File: src/hw/rtl/ptc_pkg.sv
`timescale 1ns / 1ps
// shared types and constants of the pressure/temperature compensation block
// no dependencies; used by the register file, the pipeline halves and the top level

package ptc_pkg;

	// configuration port
	localparam int ADDR_W = 5;
	localparam int DATA_W = 32;

	typedef enum logic [2:0] {
		REG_SENS      = 3'd0,
		REG_OFFSET    = 3'd1,
		REG_SENS_TEMP = 3'd2,
		REG_OFF_TEMP  = 3'd3,
		REG_REF_TEMP  = 3'd4,
		REG_TEMP_SLOPE = 3'd5,
		REG_AIR       = 3'd6
	} reg_idx_t;

	localparam logic [14:0] AIR_RESET = 15'd9850;

	// arithmetic constants
	localparam int TEMP_BASE = 2000;
	localparam logic signed [14:0] DEPTH_MUL = 15'sd10411;

	// saturation limits
	localparam int TEMP_LO  = -6000;
	localparam int TEMP_HI  = 12000;
	localparam int PRES_LO  = -100000;
	localparam int PRES_HI  = 600000;
	localparam int DEPTH_LO = -1300000;
	localparam int DEPTH_HI = 6200000;

	// calibration words as seen by the datapath
	typedef struct packed {
		logic [15:0] sens;
		logic [15:0] offset;
		logic [15:0] sens_temp;
		logic [15:0] off_temp;
		logic [15:0] ref_temp;
		logic [15:0] temp_slope;
		logic [14:0] air;
	} cfg_t;

	// word passed from the compensation half to the pressure/depth half
	typedef struct packed {
		logic [23:0]        d1;
		logic signed [37:0] off;
		logic signed [35:0] sens;
		logic signed [19:0] t_out;
	} mid_t;

endpackage

File: src/hw/rtl/ptc_out_if.sv
`timescale 1ns / 1ps
// output channel: compensated temperature, pressure and depth per word
// no dependencies

interface ptc_out_if;
	logic               valid;
	logic               ready;
	logic signed [14:0] temperature_centideg;
	logic signed [20:0] pressure_tenth_mbar;
	logic signed [23:0] depth_hundredths;

	modport source (output valid, output temperature_centideg, output pressure_tenth_mbar,
		output depth_hundredths, input ready);
	modport sink (input valid, input temperature_centideg, input pressure_tenth_mbar,
		input depth_hundredths, output ready);
endinterface

File: src/hw/rtl/ptc_back.sv
`timescale 1ns / 1ps
// stages 6..11: pressure product in two halves, scaling, depth and saturation
// depends on ptc_pkg and ptc_out_if

module ptc_back (
	input  logic          clk,
	input  logic          arst_n,
	input  ptc_pkg::cfg_t cfg,
	input  logic          mid_valid,
	output logic          mid_ready,
	input  ptc_pkg::mid_t mid,
	ptc_out_if.source     result
);

	logic v_s6, v_s7, v_s8, v_s9, v_s10, v_s11;
	logic load6, load7, load8, load9, load10, load11;

	logic [41:0]        plo_s6;
	logic signed [42:0] phi_s6;
	logic signed [37:0] off_s6, off_s7;
	logic signed [19:0] t_s6, t_s7;
	logic signed [60:0] prod_s7;
	logic signed [14:0] tsat_s7, tsat_s8, tsat_s9, tsat_s10, tsat_s11;
	logic signed [40:0] x_s8;
	logic signed [27:0] p_s9;
	logic signed [28:0] pa_s9;
	logic signed [43:0] dprod_s10;
	logic signed [20:0] psat_s10, psat_s11;
	logic signed [23:0] dsat_s11;

	// stall chain
	assign load11    = !v_s11 || result.ready;
	assign load10    = !v_s10 || load11;
	assign load9     = !v_s9 || load10;
	assign load8     = !v_s8 || load9;
	assign load7     = !v_s7 || load8;
	assign load6     = !v_s6 || load7;
	assign mid_ready = load6;

	always_ff @(posedge clk or negedge arst_n) begin
		if (!arst_n) begin
			v_s6  <= 1'b0;
			v_s7  <= 1'b0;
			v_s8  <= 1'b0;
			v_s9  <= 1'b0;
			v_s10 <= 1'b0;
			v_s11 <= 1'b0;
		end else begin
			if (load6)  v_s6  <= mid_valid;
			if (load7)  v_s7  <= v_s6;
			if (load8)  v_s8  <= v_s7;
			if (load9)  v_s9  <= v_s8;
			if (load10) v_s10 <= v_s9;
			if (load11) v_s11 <= v_s10;
		end
	end

	// stage 6: D1 times SENS as two partial products (signed high, unsigned low)
	logic [41:0]        plo;
	logic signed [42:0] phi;
	assign plo = mid.d1 * mid.sens[17:0];
	assign phi = $signed({1'b0, mid.d1}) * $signed(mid.sens[35:18]);

	always_ff @(posedge clk) begin
		if (load6) begin
			plo_s6 <= plo;
			phi_s6 <= phi;
			off_s6 <= mid.off;
			t_s6   <= mid.t_out;
		end
	end

	// stage 7: combine partial products, saturate temperature
	logic signed [14:0] tsat;
	always_comb begin
		if (t_s6 < ptc_pkg::TEMP_LO)
			tsat = 15'(ptc_pkg::TEMP_LO);
		else if (t_s6 > ptc_pkg::TEMP_HI)
			tsat = 15'(ptc_pkg::TEMP_HI);
		else
			tsat = t_s6[14:0];
	end

	always_ff @(posedge clk) begin
		if (load7) begin
			prod_s7 <= $signed({phi_s6, 18'd0}) + $signed({19'd0, plo_s6});
			off_s7  <= off_s6;
			tsat_s7 <= tsat;
		end
	end

	// stage 8: truncating divide by 2^21, subtract offset
	logic signed [60:0] prnd, psh;
	always_comb begin
		prnd = prod_s7 + (prod_s7[60] ? 61'sd2097151 : 61'sd0);
		psh  = prnd >>> 21;
	end

	always_ff @(posedge clk) begin
		if (load8) begin
			x_s8    <= 41'(psh) - 41'(off_s7);
			tsat_s8 <= tsat_s7;
		end
	end

	// stage 9: truncating divide by 2^13, subtract air pressure
	logic signed [40:0] xrnd, xsh;
	logic signed [27:0] p;
	always_comb begin
		xrnd = x_s8 + (x_s8[40] ? 41'sd8191 : 41'sd0);
		xsh  = xrnd >>> 13;
		p    = xsh[27:0];
	end

	always_ff @(posedge clk) begin
		if (load9) begin
			p_s9    <= p;
			pa_s9   <= 29'(p) - $signed({14'd0, cfg.air});
			tsat_s9 <= tsat_s8;
		end
	end

	// stage 10: depth scale product, saturate pressure
	logic signed [20:0] psat;
	logic signed [43:0] dprod;
	assign dprod = pa_s9 * ptc_pkg::DEPTH_MUL;
	always_comb begin
		if (p_s9 < ptc_pkg::PRES_LO)
			psat = 21'(ptc_pkg::PRES_LO);
		else if (p_s9 > ptc_pkg::PRES_HI)
			psat = 21'(ptc_pkg::PRES_HI);
		else
			psat = p_s9[20:0];
	end

	always_ff @(posedge clk) begin
		if (load10) begin
			dprod_s10 <= dprod;
			psat_s10  <= psat;
			tsat_s10  <= tsat_s9;
		end
	end

	// stage 11: truncating divide by 1024, saturate depth, output register
	logic signed [43:0] drnd, dsh;
	logic signed [23:0] dsat;
	always_comb begin
		drnd = dprod_s10 + (dprod_s10[43] ? 44'sd1023 : 44'sd0);
		dsh  = drnd >>> 10;
		if (dsh < ptc_pkg::DEPTH_LO)
			dsat = 24'(ptc_pkg::DEPTH_LO);
		else if (dsh > ptc_pkg::DEPTH_HI)
			dsat = 24'(ptc_pkg::DEPTH_HI);
		else
			dsat = dsh[23:0];
	end

	always_ff @(posedge clk) begin
		if (load11) begin
			dsat_s11 <= dsat;
			psat_s11 <= psat_s10;
			tsat_s11 <= tsat_s10;
		end
	end

	assign result.valid                = v_s11;
	assign result.temperature_centideg = tsat_s11;
	assign result.pressure_tenth_mbar  = psat_s11;
	assign result.depth_hundredths     = dsat_s11;

endmodule

File: src/flat_wrapper.sv
// flat-port wrapper written by rule: the top's interface ports become plain ports
module ptc_back_flat 
  (clk, arst_n, cfg, mid_valid, mid_ready, mid, result_valid, result_temperature_centideg, result_pressure_tenth_mbar, result_depth_hundredths, result_ready);
  ptc_out_if result_i ();
  input  logic clk;
  input  logic arst_n;
  input  ptc_pkg::cfg_t cfg;
  input  logic mid_valid;
  output logic mid_ready;
  input  ptc_pkg::mid_t mid;
  output wire logic [$bits(result_i.valid)-1:0] result_valid;
  output wire logic [$bits(result_i.temperature_centideg)-1:0] result_temperature_centideg;
  output wire logic [$bits(result_i.pressure_tenth_mbar)-1:0] result_pressure_tenth_mbar;
  output wire logic [$bits(result_i.depth_hundredths)-1:0] result_depth_hundredths;
  input wire logic [$bits(result_i.ready)-1:0] result_ready;
  assign result_valid = result_i.valid;
  assign result_temperature_centideg = result_i.temperature_centideg;
  assign result_pressure_tenth_mbar = result_i.pressure_tenth_mbar;
  assign result_depth_hundredths = result_i.depth_hundredths;
  assign result_i.ready = result_ready;
  ptc_back u_core (.clk(clk), .arst_n(arst_n), .cfg(cfg), .mid_valid(mid_valid), .mid_ready(mid_ready), .mid(mid), .result(result_i));
endmodule
File: config.mk
export PLATFORM = sky130hd
export DESIGN_NAME = ptc_back_flat
export DESIGN_NICKNAME = d
export VERILOG_FILES = /design/src/hw/rtl/ptc_pkg.sv /design/src/hw/rtl/ptc_out_if.sv /design/src/hw/rtl/ptc_back.sv /design/src/flat_wrapper.sv
export SDC_FILE = /design/constraint.sdc
export NUM_CORES = 2
export LEC_CHECK = 0
export BUFFER_PORTS_ARGS = -buffer_cell sky130_fd_sc_hd__clkbuf_2
export CAP_MARGIN = 20
export CORE_ASPECT_RATIO = 0.8
export CORE_MARGIN = 8
export CORE_UTILIZATION = 45
export DETAILED_ROUTE_END_ITERATION = 10
export HOLD_SLACK_MARGIN = 0.15
export PLACE_DENSITY_LB_ADDON = 0.2
export SLEW_MARGIN = 0
export SYNTH_ARGS = -nofsm -noshare
export SYNTH_HDL_FRONTEND = slang
export SYNTH_SLANG_ARGS = --single-unit
File: constraint.sdc
create_clock -name clk -period 15.06 [get_ports clk]
set_input_delay 2.259 -clock clk [delete_from_list [all_inputs] [get_ports clk]]
set_output_delay 2.259 -clock clk [all_outputs]
set_load 0.01 [all_outputs]
==> results.cfg <==
[setup_path]
required_ns = 15.41
rr_startpoint = u_core.pa_s9[11]
worst-path-max-fanout = 36
crit_path_end_kind = flip-flop
worst-r2r-cell-count = 19
r2r_slack_ns = 8.59
crit_type = input port to flip-flop
start_kind = input port
critPathArrivalTime_ns = 10.03
timing.rr.end = u_core.dprod_s10[43]
crit_start = mid[99]

[detailed_routing]
drtIter0Drc = 2203
drtPass1Iterations = 5
drcViolationCount = 0
drtAntennaViolNets = 0
postRouteWirelength_mm = 135
avgRoutedWirePerCell_microns = 17.6
via_per_inst = 5.11
num_vias = 39157

[layout]
stdcell_count = 7657
drive_gt1_frac = 0.0634
fin_nets = 7473
layout_common_cells = 1185 x inv_1, 844 x fa_1, 648 x nand2_1
fillers = 12047
layout_commonest_cell = inv_1
syn_to_final_growth_pct = 7.95

[timing]
hold_violations = 0
finalMaxSlewViolations = 0
slew_headroom = 0.208
layout_setup_ws_ns = 5.39
fin_crit_ns = 9.67
max_slew.worst_pin.slew_ns = 1.19
final.period_utilization = 0.642
rsz0062_at_grt = no
setup-violations-final = 0
finClkSkew_ns = 0.0398
tns_ns = 0
fmax_mhz = 103

[synthesis]
synth_mux_area_frac = 0.00174
synth_edf_count = 525
yosysWarnings = 0
synth-xor-area-share = 0.0443
synth.distinct_cells = 85
synth_compound_area_frac = 0.0665
synth_fa_ha_area_frac = 0.400
syn_avg_cell_area_sq_um = 10.3
ys_ff_latch = 531
synth-simple-area-share = 0.130
syn_area_sq_um = 59100
synth_cells = 5761
synthesis.nets = 7377
synth-main-ff-cell = edfxtp_1
synthArstFlopShare = 0.0113
synth_top_family_by_area = adder cells
ys_seq_area_frac = 0.269

[worst_hold_path]
hold-path-endpoint = u_core.off_s7[13]
min_path_cells = 0
hp-start = u_core.off_s6[13]
hp-class = flip-flop to flip-flop

[placed_design]
dp_hpwl_mm = 103
gp_congestion = 0.854
dpl.cell_count = 7552
preCtsSetupSlack_ns = 4.90
portBuffers = 198

[clocking]
htreeDepth = 2
cts_tree = yes
cts-root-buf = clkbuf_16
hold_buffers = 0
clkSinkCount = 531
clockBufferDepth = 3
ctsResizeCount = 0
cts_buffers = 55
post_cts_buffers = 0
cts.clk_slew.worst_paths_ns = 0.06
clk_latency_ns = 0.63

[floorplan]
die_y_microns = 340
start_util = 0.451
num_rows = 119
core-area_sq_um = 131000
fp.dieW_microns = 421
ioPinCount = 295
die_area_sq_um = 143000

[global_routing]
grt_use_total = 0.187
grt_max_degree = 82
grt_pass1_wl_mm = 219
grt-ovfl-total = 0
antenna_found_initial = 3
first_global_vias = 40788

[run_status]
status = finished clean

[job]
maxCapViolCount = 0
==> Yosys cell counts (7+ instances only) <==
cell type | count | area (sq um)
o2111ai_1 | 8 | 70.1
xor2_1 | 78 | 683
edfxtp_1 | 525 | 15800
a31o_2 | 7 | 61.3
nor2b_1 | 31 | 194
nand4_1 | 35 | 219
a21boi_0 | 9 | 67.6
nor4_1 | 15 | 93.8
o21a_1 | 25 | 188
ha_1 | 539 | 6740
a41oi_1 | 8 | 70.1
a21o_1 | 114 | 856
o21ai_0 | 98 | 490
fa_1 | 844 | 16900
xnor2_1 | 221 | 1940
o31ai_1 | 16 | 120
mux2i_1 | 8 | 80.1
o31a_1 | 8 | 70.1
a211o_1 | 10 | 87.6
o21bai_1 | 19 | 143
nand3_1 | 89 | 445
and4_1 | 11 | 96.3
clkbuf_1 | 183 | 687
nor2_1 | 179 | 672
a31oi_1 | 16 | 100
nand2b_1 | 46 | 288
and3_1 | 39 | 244
o211ai_1 | 12 | 90.1
a211oi_1 | 17 | 128
a21oi_1 | 177 | 886
or3_1 | 14 | 87.6
nand2_1 | 650 | 2440
or2_2 | 11 | 68.8
and2_1 | 360 | 2250
nor3_2 | 8 | 80.1
nor3_1 | 46 | 230
inv_1 | 1187 | 4460
==> sequential cells by signal (all words and copies together) (netlist names), 20 cells and up <==
register and count:
u_core.dprod_s10 44, u_core.off_s6 38, u_core.off_s7 38, u_core.p_s9 28
u_core.pa_s9 29, u_core.phi_s6 43, u_core.plo_s6 42, u_core.prod_s7 61
u_core.psat_s10 21, u_core.result.depth_hundredths 24, u_core.result.pressure_tenth_mbar 21, u_core.t_s6 20
u_core.x_s8 41
==> final cells by class <==
class	instances	area [sq um]	share of cell area
clock inverters	42	500	0.00785
repair buffers	232	1270	0.0199
flip-flops and latches	531	15900	0.250
inverters	1188	4460	0.0699
diodes	1	2.50	0.0000392
multi-input cells	3849	38000	0.596
well taps	1754	2190	0.0344
clock buffers	60	1420	0.0222
==> worst max-delay path: stages <==
cell and delay (ns):
clkbuf_2 0.61, and2_1 0.45, fa_1 0.53, fa_1 0.43, ha_1 0.23, fa_1 0.53, inv_1 0.05, fa_1 0.47
fa_1 0.56, inv_1 0.05, ha_1 0.34, nand2_1 0.09, o31ai_1 0.56, a2111oi_0 0.21, dlymetal6s2s_1 0.23, o311ai_0 0.99
o211ai_1 0.26, a311oi_1 0.72, a21o_1 0.21, a21oi_1 0.08, xnor2_1 0.15
==> worst max path at each step <==
stage | slack (ns) | cells after the start | endpoint
finish | 5.39 | 21 | u_core.plo_s6[38]
CTS | 5.54 | 22 | u_core.plo_s6[38]
global placement | 4.92 | 22 | u_core.plo_s6[38]
global route | 5.05 | 21 | u_core.plo_s6[40]
detailed placement | 4.90 | 22 | u_core.plo_s6[38]
floorplan | 4.62 | 4 | mid_ready
==> logic make-up after synthesis <==
logic type | after synthesis
flops | 531
simple gates | 1559
compound gates | 598
buf+inv | 1381
xor+xnor | 299
mux | 10
fa+ha+maj | 1383
==> metal layers <==
layer | vias up | global-route usage | wire length [microns] | part of all wire
met4 | 0 | 0.0398 | 2650 | 0.020
li1 | 18483 | - | - | -
met3 | 160 | 0.0264 | 6860 | 0.051
met1 | 19647 | 0.264 | 62600 | 0.46
met5 | - | 0 | 0 | 0
met2 | 867 | 0.308 | 62500 | 0.46
==> stage by stage <==
stage	hold WS (ns)	util	area (sq um)
final	0.403	0.487	63800
after global routing	0.414	0.487	63800
after global placement	0.401	0.472	61800
after detailed placement	0.405	0.472	61800
after floorplan	0.400	-	59100
after CTS	0.415	0.487	63700
Power is not shown: default switching activity piles up to over one toggle a cycle in this logic, so the estimate is an artifact.
