## src/hw/rtl/ptc_pkg.sv

```systemverilog
`timescale 1ns / 1ps
// shared types and constants of the pressure/temperature compensation block
// no dependencies; used by the register file, the pipeline halves and the top level

package ptc_pkg;

	// configuration port
	localparam int ADDR_W = 5;
	localparam int DATA_W = 32;

	typedef enum logic [2:0] {
		REG_SENS      = 3'd0,
		REG_OFFSET    = 3'd1,
		REG_SENS_TEMP = 3'd2,
		REG_OFF_TEMP  = 3'd3,
		REG_REF_TEMP  = 3'd4,
		REG_TEMP_SLOPE = 3'd5,
		REG_AIR       = 3'd6
	} reg_idx_t;

	localparam logic [14:0] AIR_RESET = 15'd9850;

	// arithmetic constants
	localparam int TEMP_BASE = 2000;
	localparam logic signed [14:0] DEPTH_MUL = 15'sd10411;

	// saturation limits
	localparam int TEMP_LO  = -6000;
	localparam int TEMP_HI  = 12000;
	localparam int PRES_LO  = -100000;
	localparam int PRES_HI  = 600000;
	localparam int DEPTH_LO = -1300000;
	localparam int DEPTH_HI = 6200000;

	// calibration words as seen by the datapath
	typedef struct packed {
		logic [15:0] sens;
		logic [15:0] offset;
		logic [15:0] sens_temp;
		logic [15:0] off_temp;
		logic [15:0] ref_temp;
		logic [15:0] temp_slope;
		logic [14:0] air;
	} cfg_t;

	// word passed from the compensation half to the pressure/depth half
	typedef struct packed {
		logic [23:0]        d1;
		logic signed [37:0] off;
		logic signed [35:0] sens;
		logic signed [19:0] t_out;
	} mid_t;

endpackage

```

## src/hw/rtl/ptc_cfg_regs.sv

```systemverilog
`timescale 1ns / 1ps
// apb-style register file holding the six calibration words and the air pressure
// depends on ptc_pkg

module ptc_cfg_regs (
	input  logic                      clk,
	input  logic                      arst_n,
	input  logic                      psel,
	input  logic                      penable,
	input  logic                      pwrite,
	input  logic [ptc_pkg::ADDR_W-1:0] paddr,
	input  logic [ptc_pkg::DATA_W-1:0] pwdata,
	output logic [ptc_pkg::DATA_W-1:0] prdata,
	output logic                      pready,
	output ptc_pkg::cfg_t             cfg
);

	ptc_pkg::cfg_t    cfg_q;
	ptc_pkg::reg_idx_t idx;
	logic             wr;

	assign pready = 1'b1;
	assign idx    = ptc_pkg::reg_idx_t'(paddr[ptc_pkg::ADDR_W-1:2]);
	assign wr     = psel && penable && pwrite && pready;
	assign cfg    = cfg_q;

	// register writes, unknown index ignored
	always_ff @(posedge clk or negedge arst_n) begin
		if (!arst_n) begin
			cfg_q.sens       <= '0;
			cfg_q.offset     <= '0;
			cfg_q.sens_temp  <= '0;
			cfg_q.off_temp   <= '0;
			cfg_q.ref_temp   <= '0;
			cfg_q.temp_slope <= '0;
			cfg_q.air        <= ptc_pkg::AIR_RESET;
		end else if (wr) begin
			unique case (idx)
				ptc_pkg::REG_SENS:       cfg_q.sens       <= pwdata[15:0];
				ptc_pkg::REG_OFFSET:     cfg_q.offset     <= pwdata[15:0];
				ptc_pkg::REG_SENS_TEMP:  cfg_q.sens_temp  <= pwdata[15:0];
				ptc_pkg::REG_OFF_TEMP:   cfg_q.off_temp   <= pwdata[15:0];
				ptc_pkg::REG_REF_TEMP:   cfg_q.ref_temp   <= pwdata[15:0];
				ptc_pkg::REG_TEMP_SLOPE: cfg_q.temp_slope <= pwdata[15:0];
				ptc_pkg::REG_AIR:        cfg_q.air        <= pwdata[14:0];
				default: ;
			endcase
		end
	end

	// read mux
	always_comb begin
		prdata = '0;
		unique case (idx)
			ptc_pkg::REG_SENS:       prdata = {16'd0, cfg_q.sens};
			ptc_pkg::REG_OFFSET:     prdata = {16'd0, cfg_q.offset};
			ptc_pkg::REG_SENS_TEMP:  prdata = {16'd0, cfg_q.sens_temp};
			ptc_pkg::REG_OFF_TEMP:   prdata = {16'd0, cfg_q.off_temp};
			ptc_pkg::REG_REF_TEMP:   prdata = {16'd0, cfg_q.ref_temp};
			ptc_pkg::REG_TEMP_SLOPE: prdata = {16'd0, cfg_q.temp_slope};
			ptc_pkg::REG_AIR:        prdata = {17'd0, cfg_q.air};
			default:                 prdata = '0;
		endcase
	end

endmodule

```

## config.mk

```make
export PLATFORM = sky130hd
export DESIGN_NAME = ptc_cfg_regs
export DESIGN_NICKNAME = d
export VERILOG_FILES = /design/src/hw/rtl/ptc_pkg.sv /design/src/hw/rtl/ptc_cfg_regs.sv
export SDC_FILE = /design/constraint.sdc
export NUM_CORES = 1
export LEC_CHECK = 0
export BUFFER_PORTS_ARGS = -buffer_cell sky130_fd_sc_hd__clkbuf_2
export CORE_UTILIZATION = 50
export DETAILED_ROUTE_END_ITERATION = 16
export GPL_TIMING_DRIVEN = 1
export PLACE_DENSITY = 0.91
export SLEW_MARGIN = 10
export SYNTH_ARGS = -nofsm -noshare
export SYNTH_HDL_FRONTEND = slang
export SYNTH_SLANG_ARGS = --single-unit
```

## constraint.sdc

```tcl
create_clock -name clk -period 2.3 [get_ports clk]
set_clock_uncertainty 0.2 [all_clocks]
set_input_delay 0.345 -clock clk [delete_from_list [all_inputs] [get_ports clk]]
set_output_delay 0.345 -clock clk [all_outputs]
set_load 0.01 [all_outputs]
```

==> flow_summary.rst, run 1 <==
.. list-table::
   :header-rows: 1

   * - Metric
     - Value
   * - I/O pin cnt
     - between 150 and 200
   * - Run status
     - finished clean
   * - Top-area cell type share of the netlist area
     - approximately half
   * - Wire length of the first global-routing pass
     - between 20 and 25 mm
   * - Final critical path time including I/O delays and setup
     - about 2200 ps
   * - Via count of the first global-routing pass
     - 4,061
   * - Vias
     - between 3,000 and 4,000
   * - Worst reg-to-reg setup slack
     - between 1000 and 1500 ps
   * - Initial antenna violation count
     - 0
   * - Number of nets in the final layout
     - a little under 600
   * - Clock-pin transition on the worst setup and hold timing paths
     - 100 ps
   * - Effective utilization at floorplan
     - 51.6%
   * - Area of the mapped netlist
     - around 5300 um2
   * - Multi-input logic area
     - ~2300 um2
   * - Global-route usage over all layers
     - 25.6%
   * - Placer Congestion
     - ~0.84
   * - Max H-tree Level
     - 3
   * - TritonCTS clock tree
     - built
   * - Count of final max-slew check failures
     - 0
   * - Cell taking the most area after synthesis
     - dfrtp_1
   * - Kind of end point of the critical path
     - output pin
   * - Maximum number of pins on one net before global-route repair
     - 41
   * - Critical path start-end classification
     - input port to output pin
   * - Filler-free cell count of the finished design
     - between 600 and 700
   * - CP arrival
     - around 1600 ps
   * - Power density over the cells
     - approximately 830 nW/um2
   * - Number of unique standard cell types used by synthesis
     - 34
   * - Worst Min Path Start
     - pwdata[7]
   * - Synth async-reset ratio
     - 100%
   * - Startpoint class of the critical path
     - input port
   * - Mapped Avg Cell Area
     - 13.8 um2
   * - Number of synthesized flops with an enable pin
     - 0
   * - Final-layout fill cell count
     - 778
   * - Number of cell instances on the worst register-to-register path
     - 1
   * - Setup Fix Bufs, Post-CTS
     - 0
   * - Number of cell rows
     - 37
   * - Routed len/inst
     - 19.9 um
   * - Cells on Worst Hold Path
     - 2
   * - Number of max-cap violations
     - 0
   * - Upper clock frequency limit
     - between 400 and 500 MHz
   * - Max FFs per register
     - between 100 and 150
   * - Cell count after placement
     - 673
   * - Yosys Warn Count
     - 0
   * - Unrepaired setup endpoints after global routing
     - false
   * - CP Data Required Time
     - around 1800 ps
   * - CTS Root Cell
     - clkbuf_8
   * - Most numerous cell in the Yosys netlist
     - mux2_2
   * - End of the worst hold path
     - cfg[86]
   * - Layout Area Growth over Synthesis
     - 22.5%
   * - Drt drc
     - 0
   * - Area of the die
     - about 11,000 um2
   * - Number of setup violations in the final report
     - 0
   * - Portion of the clock cycle consumed by the worst path in the final layout
     - ~95%
   * - Sum of negative setup slack
     - 0 ps
   * - First-pass DRT Iterations
     - 6
   * - Max IR drop VDD
     - about 0.42 mV
   * - Count of inserted antenna diode cells
     - 0
   * - Top fanout value on the critical path
     - 11
   * - End of the worst register-to-register path
     - cfg[16]
   * - Total wire length
     - about 14 mm
   * - Die X-Extent
     - 105 um
   * - Number of input and output port buffers inserted
     - 150
   * - Height of the chip
     - 105 um
   * - Congestion Overflow GR
     - 0
   * - Worst reg2reg path startpoint
     - cfg[16]
   * - Gate count of the mapped netlist
     - slightly below 400
   * - Dominant synthesized flop cell
     - dfrtp_1
   * - Area taken by flip-flops and latches
     - approximately 2800 um2
   * - HP Class
     - input port to register
   * - Fraction of layout instances using a drive strength above 1
     - 62.0%
   * - Count of antenna-violating nets left after detailed routing
     - 0
   * - Number of buffers added by the clock tree synthesis step
     - 9
   * - Number of failing hold endpoints at the final stage
     - 0
   * - Clock latency reported for the late side of the worst-skew pair
     - between 300 and 400 ps
   * - Share of the yosys chip area belonging to registers
     - between 50% and 60%
   * - Starting DRC count in detailed routing
     - 259
   * - Clock sink count
     - 111
   * - Number of register bits inferred by synthesis
     - around 110
   * - Sum of net half-perimeters after detailed placement
     - about 10 mm
   * - Top cells by count, synth
     - mux2_2 (122), dfrtp_1 (103), buf_4 (19), mux2i_1 (15), buf_2 (12)
   * - Maximum number of buffers from clock root to sink
     - 2
   * - Static leakage
     - approximately 3.3 nW
   * - Vias/cell
     - between 5 and 6
   * - Top cells by area, synth
     - dfrtp_1 (48%), mux2_2 (26%), dfstp_2 (3.9%)
   * - CORE AREA
     - a little over 10,000 um2
## layout by cell type, fill, tap and decap left out, types with 2 or more instances in the layout
| cell type | instances |
|---|---|
| clkbuf_2 | 148 |
| mux2_2 | 122 |
| dfrtp_1 | 103 |
| buf_4 | 27 |
| conb_1 | 17 |
| mux2i_1 | 15 |
| nand3b_1 | 9 |
| o21a_1 | 9 |
| mux2_4 | 9 |
| clkbuf_8 | 9 |
| a222oi_1 | 8 |
| o21ai_0 | 8 |
| nand2_1 | 8 |
| dfstp_2 | 8 |
| o221ai_1 | 7 |
| a21oi_1 | 6 |
| and3_1 | 5 |
| nor2_2 | 4 |
| buf_12 | 3 |
| inv_1 | 2 |
| and3b_1 | 2 |
| nor2b_2 | 2 |
| or3_1 | 2 |
| mux2_1 | 2 |
| bufinv_16 | 2 |
| clkinvlp_4 | 2 |
## stage by stage
stage / worst slack (ps) / hold WS, ps / total power (W) / util [%] / area, um2
3_5_place_dp: 29.2 / 130 / 0.00421 / 61.0 / 6300
6_report: 116 / 100 / 0.00542 / 63.2 / 6530
3_3_place_gp: 21.6 / 119 / 0.00413 / 61.0 / 6300
2_1_floorplan: 194 / -151 / 0.00350 / - / 5390
5_1_grt: 18.9 / 97.1 / 0.00568 / 63.2 / 6530
4_1_cts: 33.9 / 75.1 / 0.00545 / 63.1 / 6520
## worst max-delay path, stage by stage
cell,delay (ps)
clkbuf_2,180
and3b_1,370
a222oi_1,430
o21ai_0,160
clkbuf_2,150
## power breakdown
group          internal (W)  switching [W]  total [W]
Sequential          0.00235       0.000323    0.00268
Clock              0.000613       0.000632    0.00124
Combinational      0.000773       0.000723    0.00150
## timing repair
item	in CTS	in global routing
hold buffers	1	0
setup endpoints to repair	0	8
resized for setup	0	5
hold endpoints to repair	30	0
## area by class of cell
class	count	area share (%)
clock buffer	10	1.95
clock inverter	5	1.28
inverter	2	0.115
multi-input combinational	245	35.7
sequential	111	42.7
tap	136	2.61
timing repair buffer	180	15.6
## routing by layer
metal | up-vias | global-route usage, % | wire length (um)
met3 | 26 | 5.32 | 938
met4 | 0 | 10.1 | 283
met2 | 181 | 43.0 | 6790
met1 | 1983 | 32.5 | 5730
met5 | - | 0 | 0
li1 | 1717 | - | -
## cells by family after synthesis
kind of cell / after synthesis / share of synthesized area, %
and+or+nand+nor: 39 / 4.86
muxes: 149 / 32.0
other: 2 / 0.141
AOI/OAI and AO/OA: 40 / 5.52
buffers and inverters: 45 / 5.21
DFF: 111 / 52.3
## worst max path at each step
stage	from	end	slack, ps
floorplan	paddr[3]	prdata[0]	190
finish	paddr[4]	prdata[4]	120
global placement	paddr[4]	prdata[7]	20
global route	paddr[3]	prdata[2]	20
detailed placement	paddr[4]	prdata[4]	30
CTS	paddr[4]	prdata[7]	30
(Power assumes the default switching activity.)
==> run 2, diff against run 1 <==
==> constraint.sdc (replaced) <==
create_clock -name clk -period 2.3 [get_ports clk]
set_clock_uncertainty 0.2 [all_clocks]
set_input_delay 0 -clock clk [delete_from_list [all_inputs] [get_ports clk]]
set_output_delay 0 -clock clk [all_outputs]
set_load 0.01 [all_outputs]
==> run 2 against run 1 <==
First-iteration DRC count shrank 7.7%. Utilization grew 0.63 points. Flip-flop and latch count is the same. Global-route usage grew 0.50 points. Via count grew 2.5%. Non-clock buffer count grew 11. Register-to-register slack lost 20 ps. Highest routed layer unchanged.
==> flow_summary.rst, run 2 (same netlist as run 1, synthesis figures left out) <==
.. list-table::
   :header-rows: 1

   * - Metric
     - Value
   * - Congestion Overflow GR
     - 0
   * - Worst reg-to-reg setup slack
     - between 1000 and 1500 ps
   * - Leading cell type in the layout, fill and taps excluded
     - clkbuf_2
   * - Layout Area Growth over Synthesis
     - 23.7%
   * - Initial antenna violation count
     - 0
   * - Worst reg2reg path startpoint
     - cfg[90]
   * - Sum of net half-perimeters after detailed placement
     - 9.78 mm
   * - Worst max-slew margin expressed relative to the limit
     - between 40 and 50%
   * - Starting DRC count in detailed routing
     - approximately 240
   * - Number of cell rows
     - 37
   * - Number of nets in the final layout
     - roughly 600
   * - Worst Min Path Start
     - penable
   * - Count of inserted antenna diode cells
     - 0
   * - Commonest cells after routing, fill and taps aside
     - clkbuf_2 (149), mux2_2 (122), dfrtp_1 (103), buf_4 (23), dlygate4sd3_1 (18)
   * - Number of setup violations in the final report
     - 0
   * - Height of the chip
     - 105 um
   * - Post-route core utilization
     - a little under two thirds
   * - Number of max-cap violations
     - 0
   * - Slowest CP cell
     - nor2b_1
   * - Global-route usage over all layers
     - 26.1%
   * - I/O pin cnt
     - approximately 190
   * - Setup Fix Bufs, Post-CTS
     - 0
   * - Number of cell instances on the worst register-to-register path
     - 1
   * - Placer Congestion
     - 0.815
   * - Clock sink count
     - 111
   * - Max FFs per register
     - 111
   * - Number of input and output port buffers inserted
     - 150
   * - Vias/cell
     - 5.71
   * - Unrepaired setup endpoints after global routing
     - false
   * - Power density over the cells
     - between 800 and 900 nW/um2
   * - Worst slack, placed
     - between 400 and 500 ps
   * - Maximum number of buffers from clock root to sink
     - 2
   * - Max H-tree Level
     - 3
   * - Drt drc
     - 0
   * - Crit-path max cell delay
     - 710 ps
   * - Count of antenna-violating nets left after detailed routing
     - 0
   * - CORE AREA
     - ~10,000 um2
   * - Final critical path time including I/O delays and setup
     - roughly 1900 ps
   * - Wire length of the first global-routing pass
     - about 22 mm
   * - HP Class
     - input port to register
   * - Number of failing hold endpoints at the final stage
     - 0
   * - CP arrival
     - 1680 ps
   * - Number of buffers added by the clock tree synthesis step
     - 9
   * - Effective utilization at floorplan
     - 51.6%
   * - Crit-path most repeated cell
     - clkbuf_2
   * - Slack of the critical path
     - around 420 ps
   * - Count of final max-slew check failures
     - 0
   * - Portion of the clock cycle consumed by the worst path in the final layout
     - between 80% and 90%
   * - CTS Root Cell
     - clkbuf_8
   * - Transition at the pin with the smallest max-transition slack
     - around 870 ps
   * - Via count of the first global-routing pass
     - 4,146
   * - Post-layout power
     - between 0.005 and 0.006 W
   * - Clock latency reported for the late side of the worst-skew pair
     - between 300 and 400 ps
   * - Area of the die
     - 11,100 um2
   * - Static leakage
     - 3.31 nW
   * - Die X-Extent
     - approximately 110 um
   * - End of the worst register-to-register path
     - cfg[90]
   * - Vias
     - 4,005
   * - Cells on Worst Hold Path
     - 4
   * - First-pass DRT Iterations
     - 5
   * - Sum of negative setup slack
     - 0 ps
   * - TritonCTS clock tree
     - built
   * - Cell count after placement
     - approximately 670
   * - Cell chain of the critical path
     - clkbuf_2 -> buf_4 -> nor2b_1 -> a222oi_1 -> o21ai_0 -> clkbuf_2
   * - Total wire length
     - around 14 mm
   * - Routed len/inst
     - between 15 and 20 um
   * - Startpoint class of the critical path
     - input port
   * - Clock-pin transition on the worst setup and hold timing paths
     - about 110 ps
   * - Filler-free cell count of the finished design
     - approximately 700
   * - Maximum number of pins on one net before global-route repair
     - 66
   * - Upper clock frequency limit
     - roughly 530 MHz
   * - Top fanout value on the critical path
     - 11
   * - Run status
     - finished clean
   * - Fraction of layout instances using a drive strength above 1
     - 59.5%
   * - Kind of end point of the critical path
     - output pin
   * - CP Data Required Time
     - 2100 ps
   * - End of the worst hold path
     - cfg[28]
   * - Max IR drop VDD
     - ~0.43 mV
   * - Critical path start-end classification
     - input port to output pin
==> run 2: power breakdown <==
part	internal, W	switching [W]
sequential	0.00235	0.000318
combinational	0.000781	0.000732
clock	0.000443	0.000695
==> run 2: worst max path at each step <==
stage	startpoint	endpoint	slack, ps	depth (start not counted)
after floorplan	paddr[4]	cfg[20]	740	6
after global placement	paddr[4]	prdata[14]	490	6
after detailed placement	paddr[4]	prdata[0]	420	6
after CTS	paddr[4]	prdata[0]	420	6
after global routing	cfg[0]	prdata[0]	290	4
final	paddr[4]	prdata[0]	420	6
==> run 2: cell type report <==
type,count,area (um2)
Tap cell,136,170
Multi-Input combinational cell,245,2320
Timing Repair Buffer,191,1120
Fill cell,774,3730
Clock inverter,6,48.8
Inverter,2,7.51
Sequential cell,111,2790
Clock buffer,10,138
==> run 2: through the flow <==
step	hold WS (ps)	cell area, um2
detailed placement	-161	6230
global route	17.0	6590
global placement	-170	6230
CTS	1.64	6590
finish	38.9	6590
floorplan	-496	5390
==> run 2: per-layer routing <==
metal	GRT usage, %	share of wire [%]	vias to the layer above	routed length (um)
li1	-	-	1737	-
met1	32.4	41	2030	5720
met2	43.3	49	203	6850
met3	6.31	7.4	35	1030
met4	11.7	2.6	0	356
met5	0	0	-	0
==> run 2: what timing repair did <==
item                      4_1_cts  5_1_grt
hold endpoints to repair      218        0
hold buffers                   18        0
resized for setup               0        0
==> run 2: worst max-delay path: cells and delay by family <==
kind | cells | cell delay [ps]
AO/OA/AOI/OAI | 2 | 320
buffers and inverters | 3 | 640
AND/OR/NAND/NOR | 1 | 710
